==> src/sv/als_pkg.sv <==
`timescale 1ns / 1ps
package als_pkg;

  // word and field widths, commands, states and control/status structs
  localparam int IN_W   = 104;
  localparam int OUT_W  = 24;
  localparam int CRD_W  = 16;
  localparam int DIF_W  = 17;
  localparam int SQ_W   = 33;
  localparam int RT_W   = 34;
  localparam int N_W    = 14;
  localparam int DVD_W  = 20;
  localparam int Q_W    = 22;
  localparam int POS_W  = 23;
  localparam int PIX_W  = 16;
  localparam int WGT_W  = 9;
  localparam int ADD_W  = 13;
  localparam int ACC_W  = 16;
  localparam int ENT_W  = 48;
  localparam int SQ_ITERS = 17;

  localparam logic CMD_DRAW = 1'b0;
  localparam logic CMD_READ = 1'b1;

  typedef enum logic [3:0] {
    ST_CLEAR,
    ST_IDLE,
    ST_MUL,
    ST_SQINIT,
    ST_SQRT,
    ST_DIVX,
    ST_DIVY,
    ST_SAMPLE,
    ST_PW,
    ST_PM,
    ST_PA,
    ST_STEP,
    ST_RREAD,
    ST_RWAIT
  } state_t;

  typedef struct packed {
    logic       clr_en;
    logic       load;
    logic       sq_mul;
    logic       sqrt_init;
    logic       sqrt_step;
    logic       divx_start;
    logic       divy_start;
    logic       cap_x;
    logic       cap_y;
    logic       sample;
    logic       step;
    logic       pix_w;
    logic       pix_m;
    logic       pix_a;
    logic [1:0] pix;
    logic       rd_issue;
    logic       load_out;
  } cmd_t;

  typedef struct packed {
    logic clr_last;
    logic sqrt_done;
    logic div_done;
    logic sample_last;
    logic out_free;
  } status_t;

endpackage

==> src/sv/als_ctrl.sv <==
`timescale 1ns / 1ps
module als_ctrl (
  input  logic              clk,
  input  logic              rst,
  input  logic              s_tvalid,
  input  logic              s_tuser,
  output logic              s_tready,
  input  als_pkg::status_t  sts,
  output als_pkg::cmd_t     cmd
);
  import als_pkg::*;

  state_t     state, state_next;
  logic [1:0] pix, pix_next;

  always_ff @(posedge clk) begin
    if (rst) begin
      state <= ST_CLEAR;
      pix   <= '0;
    end else begin
      state <= state_next;
      pix   <= pix_next;
    end
  end

  always_comb begin
    state_next = state;
    pix_next   = pix;
    cmd        = '0;
    cmd.pix    = pix;
    s_tready   = 1'b0;
    unique case (state)
      ST_CLEAR: begin
        cmd.clr_en = 1'b1;
        if (sts.clr_last) state_next = ST_IDLE;
      end
      ST_IDLE: begin
        s_tready = 1'b1;
        if (s_tvalid) begin
          cmd.load   = 1'b1;
          state_next = (s_tuser == CMD_READ) ? ST_RREAD : ST_MUL;
        end
      end
      ST_MUL: begin
        cmd.sq_mul = 1'b1;
        state_next = ST_SQINIT;
      end
      ST_SQINIT: begin
        cmd.sqrt_init = 1'b1;
        state_next    = ST_SQRT;
      end
      ST_SQRT: begin
        cmd.sqrt_step = 1'b1;
        if (sts.sqrt_done) begin
          cmd.divx_start = 1'b1;
          state_next     = ST_DIVX;
        end
      end
      ST_DIVX: begin
        if (sts.div_done) begin
          cmd.cap_x      = 1'b1;
          cmd.divy_start = 1'b1;
          state_next     = ST_DIVY;
        end
      end
      ST_DIVY: begin
        if (sts.div_done) begin
          cmd.cap_y  = 1'b1;
          state_next = ST_SAMPLE;
        end
      end
      ST_SAMPLE: begin
        cmd.sample = 1'b1;
        pix_next   = '0;
        state_next = ST_PW;
      end
      ST_PW: begin
        cmd.pix_w  = 1'b1;
        state_next = ST_PM;
      end
      ST_PM: begin
        cmd.pix_m  = 1'b1;
        state_next = ST_PA;
      end
      ST_PA: begin
        cmd.pix_a = 1'b1;
        pix_next  = pix + 2'd1;
        state_next = (pix == 2'd3) ? ST_STEP : ST_PW;
      end
      ST_STEP: begin
        if (sts.sample_last) begin
          state_next = ST_IDLE;
        end else begin
          cmd.step   = 1'b1;
          state_next = ST_SAMPLE;
        end
      end
      ST_RREAD: begin
        cmd.rd_issue = 1'b1;
        state_next   = ST_RWAIT;
      end
      ST_RWAIT: begin
        if (sts.out_free) begin
          cmd.load_out = 1'b1;
          state_next   = ST_IDLE;
        end
      end
      default: state_next = ST_IDLE;
    endcase
  end

endmodule

==> config.mk <==
export PLATFORM = sky130hd
export DESIGN_NAME = als_ctrl
export DESIGN_NICKNAME = d
export VERILOG_FILES = /design/src/sv/als_pkg.sv /design/src/sv/als_ctrl.sv
export SDC_FILE = /design/constraint.sdc
export NUM_CORES = 1
export LEC_CHECK = 0
export BUFFER_PORTS_ARGS = -buffer_cell sky130_fd_sc_hd__buf_2
export CORE_UTILIZATION = 48
export CTS_BUF_LIST = sky130_fd_sc_hd__clkbuf_4
export CTS_CLUSTER_SIZE = 40
export DETAILED_ROUTE_END_ITERATION = 6
export PLACE_DENSITY = 0.9
export SLEW_MARGIN = 20
export SYNTH_ARGS = -nofsm -noshare
export SYNTH_HDL_FRONTEND = slang
export SYNTH_SLANG_ARGS = --single-unit
==> constraint.sdc <==
create_clock -name clk -period 1.5 [get_ports clk]
set_input_delay 0.15 -clock clk [delete_from_list [all_inputs] [get_ports clk]]
set_output_delay 0.15 -clock clk [all_outputs]
set_load 0.02 [all_outputs]
Word-level counts from Yosys, hierarchy flattened
Cells that the tools add are included.
W data, S select, Z words.
{"block": "totals", "latch_bits": 0, "reg_bits": 6, "inputBits": 9, "rom_bits": 0, "ramBits": 0, "mem_count": 0, "output_inout_bits": 19}
{"block": "op_classes", "mul": 0, "reduce_logical": 3, "n_eq_ne": 20, "order_cmp": 0, "shifts": 0, "n_addsub": 1, "n_bitwise": 0, "muxes": 32, "div": 0}
{"op": "$pmux W4 S14", "count": 1}
{"op": "$mux W4", "count": 7}
{"op": "$eq A4 B4 Y1 const B", "count": 6}
{"op": "$mux W1", "count": 18}
{"op": "$eq A4 B3 Y1 const B", "count": 4}
{"op": "$ne A2 B2 Y1 const B", "count": 6}
{"op": "$eq A4 B2 Y1 const B", "count": 2}
{"op": "$mux W2", "count": 4}
{"op": "$reduce_and A6 Y1", "count": 1}
{"op": "$eq A4 B1 Y1 const B", "count": 1}
{"op": "$logic_not A4 Y1", "count": 1}
{"op": "$pmux W2 S2", "count": 1}
{"op": "$mux W3", "count": 1}
{"op": "$add A2 B1 Y2 const B", "count": 1}
{"op": "$eq A2 B2 Y1 const B", "count": 1}
{"op": "$reduce_bool A2 Y1", "count": 1}

Longest topological paths before layout
Gate-level depths: netlist (run 1).
{"block": "logic_depth", "word_depth": 3, "mapped_depth": 6, "ltp_nobuf": 5}

Worst setup path before layout (run 1)
Ideal clock, no wire load.
{"block": "synth_timing", "path_type": "register -> output", "start": "register state[3]", "end": "output port cmd[12] (netlist bit)", "stages_incl_launch_ff": 5, "slack_ns": -0.012, "required_ns": 1.350, "n_path_buf": 1, "t_arrival_ns": 1.362, "cell_sequence": "dfxtp_1 buf_4 or2_1 nor2_1 and2_1"}
{"item": "start, declared", "line": "als_ctrl.sv:13", "rtl": "state_t state, state_next;"}
{"item": "start signal, assigned", "line": "als_ctrl.sv:21", "rtl": "state <= state_next;"}
{"item": "end, declared", "line": "als_ctrl.sv:9", "rtl": "output als_pkg::cmd_t cmd"}

==> metrics.csv, run 1 <==
metric,value,unit
fp.coreArea,1170,sq um
final-seq-area,130,sq um
yosysWarnings,0,
boundaryPins,28,
tritoncts,built,
dp_hpwl,1280,microns
initial_drc_count,21,
cts.path.max_buffers,2,
route.detailed.drc,0,
tritoncts_num_sinks,6,
ff2ff_path_depth,4,
met2_wirelength,992,microns
topRoutingLayerUsed,met4,
worst_path_dominant_cell_family,simple AND/OR/NAND/NOR gates,
synth_compound_area_share,27.2,%
layout_common_cells,"sky130_fd_sc_hd__buf_2, sky130_fd_sc_hd__nor2_1, sky130_fd_sc_hd__buf_4, sky130_fd_sc_hd__nor3_1",
fraction_of_final_layout_cells_with_drive_strength_greater_than_1,46.3,%
maxSlewViolCount,0,
synth_top_area_cell,sky130_fd_sc_hd__dfxtp_1,
detail_route.vias_per_cell,5.76,
post_cts_hold_buffer_count,0,
post_synthesis_simple_gate_area_fraction,36.7,%
global_routing_usage_summed_across_all_routing_layers,29.9,%
power_per_cell_area,1520,nW/um^2
synth.mux.area_fraction,4.73,%
grt_max_degree,17,
port_buffers,27,
most_area_consuming_cells_after_synthesis,"sky130_fd_sc_hd__dfxtp_1, sky130_fd_sc_hd__nor2_1, sky130_fd_sc_hd__nand2b_1",
worst_hold_path_stage_count,2,
worstMarginPinSlew,0.319,ns
netlist_area,634,sq um
fillerInstances,99,
dieWidth,38.4,microns
top_area_cell_type_share_of_the_netlist_area,18.9,%
design.final.nets,135,
m1WireLength,734,microns
final_util,76.6,%
holdWs,0.153,ns
total_leakage_power,0.000410,uW
layout_commonest_cell,sky130_fd_sc_hd__buf_2,
synth.ff_latch_count,6,
vdd_ir_drop_max,0.722,mV
cap_viol_max_count,0,
final_routed_wirelength_across_all_metal_layers,1920,microns
ant_nets,0,
overflow,0,
synth.yosys.seq_area_share,18.9,%
slew_headroom,78.7,%
status,finished clean,
place.gp.congestion,0.940,
floorplan.die.height,38.4,microns
clock_latency_late_sink,0.26,ns
initial_antenna_violation_count,0,
min-delay-path-class,input pin to flip-flop,
worst-r2r-setup-slack,0.08,ns
dominant_combinational_cell_family_by_area_after_synthesis,simple AND/OR/NAND/NOR gates,
clock.fmax,672,MHz
timing_worst_setup_path_type,flip-flop to output pin,
firstDrtPassIters,4,
syn_area_per_cell,7.13,sq um
dr_wl_met3,127,microns
cp_num_cells,4,
adder_and_majority_gate_portion_of_the_synthesized_area,1.97,%
synth_cells,89,
floorplan.die_area,1470,sq um
worst_setup_path_end_kind,output pin,
synth_nets,99,
start_kind,flip-flop,
crit_required,1.35,ns
layout-area-overhead-vs-synth,41.4,%
worst_path_maximum_fanout,13,
routed_wire_length_per_instance,14.0,microns
antennaDiodeCount,0,
multi_input_comb_area,473,sq um
setup_viol_count_final,0,
skew,0.00843,ns
cts.clk_slew.worst_paths,0.06,ns
netlist-cell-type-count,36,
path_cells,"or2_4, nor2_4, and2_1, buf_4",
via_count_of_the_first_global_routing_pass,734,
critical_path_arrival,1.34,ns
critPathBufInv,1,
critical-path-slowest-cell,sky130_fd_sc_hd__dfxtp_4,
route.vias.total,789,
number_of_placement_rows,12,
wire_length_of_the_first_global_routing_pass,3060,microns
fraction_of_synthesized_cell_area_in_xor_and_xnor_cells,0,%
clock_tree.htree_level_count,1,
start_util,54.2,%
ctsRootBufferMaster,sky130_fd_sc_hd__clkbuf_4,
fin_crit_sh,99.2,%
cts-buffers-inserted,3,
final_hold_viol_count,0,
cp_slowest_stage_delay,0.38,ns
final.min_clock_period,1.49,ns
metrics by stage:
step                setup slack [ns]  TNS [ns]  std cells  instance area (sq um)  power [uW]
floorplan                    -0.0118   -0.0235         89                    634         856
global placement              0.0427         0        132                    816        1090
detailed placement           -0.0397   -0.0453        132                    816        1110
CTS                          -0.0130   -0.0192        135                    856        1290
global route                 -0.0347   -0.0766        137                    897        1460
finish                        0.0119         0        137                    897        1370
registers in the layout, indices dropped and copies added, names as in the netlist:
signal,count
pix,2
state,4
per-layer routing:
layer  global-route usage [%]  vias up
li1                         -      384
met3                     4.07        9
met5                        0        -
met4                     12.9        0
met2                     56.4       46
met1                     32.5      350
final timing paths:
| path | to | from |
|---|---|---|
| worst min register to register | pix[1]$_SDFFE_PP0P_ | pix[1]$_SDFFE_PP0P_ |
| worst max-delay path | cmd[11] | state[3]$_SDFFE_PP0P_ |
| worst max register to register | state[0]$_SDFFE_PP0P_ | state[3]$_SDFFE_PP0P_ |
| worst min-delay path | pix[0]$_SDFFE_PP0P_ | rst |
what timing repair did:
item                                   in CTS  in global routing
buffers inserted                            0                  2
endpoints found under the hold margin       0                  0
resized for setup                           8                  9
setup endpoints to repair                  16                  6
gates cloned                                0                  0
synthesized netlist by cell type:
cell                        number
sky130_fd_sc_hd__a2111oi_1       2
sky130_fd_sc_hd__a211o_1         1
sky130_fd_sc_hd__a211oi_1        1
sky130_fd_sc_hd__a211oi_2        1
sky130_fd_sc_hd__a21boi_1        2
sky130_fd_sc_hd__a21oi_1         3
sky130_fd_sc_hd__a21oi_2         1
sky130_fd_sc_hd__a22oi_1         1
sky130_fd_sc_hd__a31oi_1         1
sky130_fd_sc_hd__and2_1          3
sky130_fd_sc_hd__and2b_1         1
sky130_fd_sc_hd__buf_2           2
sky130_fd_sc_hd__buf_4           4
sky130_fd_sc_hd__buf_6           1
sky130_fd_sc_hd__dfxtp_1         6
sky130_fd_sc_hd__ha_1            1
sky130_fd_sc_hd__inv_1           4
sky130_fd_sc_hd__mux2i_1         3
sky130_fd_sc_hd__nand2_1         6
sky130_fd_sc_hd__nand2_2         1
sky130_fd_sc_hd__nand2b_1        6
sky130_fd_sc_hd__nand2b_4        1
sky130_fd_sc_hd__nor2_1         14
sky130_fd_sc_hd__nor2_2          1
sky130_fd_sc_hd__nor2b_1         1
sky130_fd_sc_hd__nor3_1          7
sky130_fd_sc_hd__nor4_1          1
sky130_fd_sc_hd__o21a_1          1
sky130_fd_sc_hd__o21ai_0         4
sky130_fd_sc_hd__o221a_1         1
sky130_fd_sc_hd__o221ai_1        1
sky130_fd_sc_hd__o31a_1          1
sky130_fd_sc_hd__o31ai_1         2
sky130_fd_sc_hd__or2_1           1
sky130_fd_sc_hd__or3_1           1
sky130_fd_sc_hd__or4_1           1
cell families (layout without fill, tap and decap cells):
| logic type | Yosys count | count (layout) |
|---|---|---|
| simple gates | 45 | 45 |
| mux | 3 | 3 |
| buf+inv | 11 | 45 |
| fa+ha+maj | 1 | 1 |
| compound gates | 23 | 23 |
| flops | 6 | 6 |
power by group:
part / total [uW] / internal (uW) / leakage (uW) / switching (uW)
sequential: 274 / 207 / 0.0000511 / 66.7
combinational: 929 / 421 / 0.000345 / 508
clock: 163 / 91.4 / 0.0000138 / 71.9
total: 1370 / 720 / 0.000410 / 646
layout make-up:
type	count	share of cell area (%)
Sequential cell	6	14.5
Multi-Input combinational cell	72	52.7
Tap cell	14	1.95
Timing Repair Buffer	38	26.6
Inverter	4	1.67
Clock buffer	3	2.51
No activity file was read; power rests on OpenSTA's default activity.
==> run 2: changes to the inputs <==
Settings changed: CORE_AREA set to 2 2 39 41, CORE_UTILIZATION 48 to unset, DIE_AREA set to 0 0 41 43, PLACE_DENSITY 0.9 to 0.89.
Clock period 1.5 ns to 1.9 ns, I/O delays scaled along.
==> metrics.csv, run 2 (synthesis results as in run 1) <==
metric,value,unit,change
status,finished clean,,
cp_slowest_stage_delay,0.46,ns,+0.08 ns
r2r-start,state[1]$_SDFFE_PP0P_,,
worstMarginPinSlew,0.509,ns,+0.190 ns
number_of_placement_rows,14,,+2
layout_setup_ws,0.153,ns,+0.141 ns
skew,0.00317,ns,-0.00525 ns
antennaDiodeCount,0,,unchanged
route.vias.total,740,,-6.2%
tns,0,ns,unchanged
tritoncts_num_sinks,6,,unchanged
final.min_clock_period,1.75,ns,
dieWidth,41,microns,+6.9%
worst_setup_path_end_kind,output pin,,
maxSlewViolCount,0,,unchanged
grt_max_degree,19,,+2
ant_nets,0,,unchanged
ff2ff_path_depth,4,,unchanged
clock.fmax,572,MHz,
cts.path.max_buffers,2,,unchanged
final_routed_wirelength_across_all_metal_layers,1630,microns,-15%
dpl_worst_slack,0.247,ns,+0.287 ns
critical-path-slowest-cell,sky130_fd_sc_hd__dfxtp_1,,
boundaryPins,28,,unchanged
cts-buffers-inserted,3,,unchanged
crit_required,1.71,ns,+0.36 ns
floorplan.die.height,43,microns,+12%
critical_path_origin,state[3]$_SDFFE_PP0P_,,
worst-r2r-setup-slack,0.26,ns,+0.18 ns
total_leakage_power,0.000350,uW,-15%
overflow,0,,unchanged
fp.coreArea,1380,sq um,+18%
design.final.nets,125,,-7.4%
start_util,45.8,%,-8.3 points
layout-area-overhead-vs-synth,21.3,%,
postCtsResizedCells,0,,-8
global_routing_usage_summed_across_all_routing_layers,20.3,%,-9.6 points
firstDrtPassIters,4,,unchanged
regToRegEndpoint,state[0]$_SDFFE_PP0P_,,
clock_tree.htree_level_count,1,,unchanged
route.detailed.drc,0,,unchanged
clock_latency_late_sink,0.24,ns,-0.02 ns
wire_length_of_the_first_global_routing_pass,2500,microns,-18%
timing_worst_setup_path_type,flip-flop to output pin,,
place.gp.congestion,0.860,,-8.6%
critical_path.endpoint,cmd[11],,
cts.clk_slew.worst_paths,0.05,ns,about the same
floorplan.die_area,1760,sq um,+20%
worst_hold_path_stage_count,2,,unchanged
largest_register_ff_count,4,,unchanged
critical_path_arrival,1.56,ns,+0.22 ns
worst_path_maximum_fanout,16,,+3
start_kind,flip-flop,,
routed_wire_length_per_instance,12.6,microns,-10%
grt_setup_unrepaired,no,,
min-delay-path-class,input pin to flip-flop,,
largest_regs,"state (4), pix (2)",,
dp_hpwl,1260,microns,-1.4%
port_buffers,27,,unchanged
detail_route.vias_per_cell,5.74,,-0.39%
regMostFlops,state,,
fin_crit_sh,92.0,%,
via_count_of_the_first_global_routing_pass,641,,-13%
layout_common_cells,"sky130_fd_sc_hd__buf_2, sky130_fd_sc_hd__nor2_1, sky130_fd_sc_hd__nor3_1, sky130_fd_sc_hd__nand2b_1, sky130_fd_sc_hd__nand2_1",,
post_cts_hold_buffer_count,0,,unchanged
slew_headroom,66.0,%,-13 points
final_hold_viol_count,0,,unchanged
post_cts_buffers,0,,unchanged
initial_drc_count,15,,-29%
tritoncts,built,,
initial_antenna_violation_count,0,,unchanged
path_cells,"or2_1, nor2_1, and2_1, buf_2",,
cap_viol_max_count,0,,unchanged
fillerInstances,150,,+52%
layout_commonest_cell,sky130_fd_sc_hd__buf_2,,
fraction_of_final_layout_cells_with_drive_strength_greater_than_1,32.7,%,-14 points
vdd_ir_drop_max,0.553,mV,-23%
ctsRootBufferMaster,sky130_fd_sc_hd__clkbuf_4,,
setup_viol_count_final,0,,unchanged
power_per_cell_area,1160,nW/um^2,-24%
## run 2: cell types whose count changed in the layout (fill, tap and decap cells not counted), moves of 2 or more
cell | previous run | this run
sky130_fd_sc_hd__dfxtp_4 | 2 | 0
sky130_fd_sc_hd__buf_2 | 25 | 27
sky130_fd_sc_hd__dfxtp_1 | 2 | 5
sky130_fd_sc_hd__buf_4 | 11 | 1
## run 2: worst max-delay path, delay by kind of cell, from the launching register on
family | cells | cell delay, ns
buffers and inverters | 1 | 0.16
and+or+nand+nor | 3 | 0.69
DFF | 1 | 0.46
## run 2: how the worst min path moves through the flow
stage          startpoint                  end  slack [ns]
6_report              rst  pix[0]$_SDFFE_PP0P_        0.20
4_1_cts               rst  pix[1]$_SDFFE_PP0P_        0.20
2_1_floorplan         rst  pix[0]$_SDFFE_PP0P_        0.27
3_3_place_gp          rst  pix[1]$_SDFFE_PP0P_        0.44
5_1_grt               rst  pix[0]$_SDFFE_PP0P_        0.21
3_5_place_dp          rst  pix[1]$_SDFFE_PP0P_        0.46
## run 2: layer usage
layer  track usage (%)  part of all wire [%]  wire length, microns  vias to the layer above
met1              21.6                    40                   653                      339
met2              34.1                    51                   836                       34
met3              7.33                   7.4                   120                        2
met4              8.00                  0.86                    14                        0
li1                  -                     -                     -                      365
met5                 0                     0                     0                        -
## run 2: cell type report
class / count / area [sq um] / area share, %
Inverter: 4 / 15.0 / 1.95
Clock buffer: 3 / 22.5 / 2.93
Sequential cell: 6 / 121 / 15.8
Multi-Input combinational cell: 72 / 448 / 58.2
Tap cell: 16 / 20.0 / 2.60
Timing Repair Buffer: 28 / 143 / 18.5
## run 2: through the flow
stage | util (%) | std cells | hold WS, ns | instance area [sq um] | power, uW
finish | 55.6 | 129 | 0.204 | 769 | 892
global route | 55.6 | 129 | 0.208 | 769 | 973
CTS | 55.5 | 129 | 0.204 | 768 | 894
detailed placement | 53.9 | 126 | 0.457 | 746 | 776
global placement | 53.9 | 126 | 0.436 | 746 | 755
floorplan | - | 89 | 0.267 | 634 | 675
## run 2: power breakdown
part | leakage (uW) | switching, uW | internal (uW)
sequential | 0.0000492 | 97.4 | 155
combinational | 0.000287 | 306 | 220
clock | 0.0000138 | 43.3 | 71.3
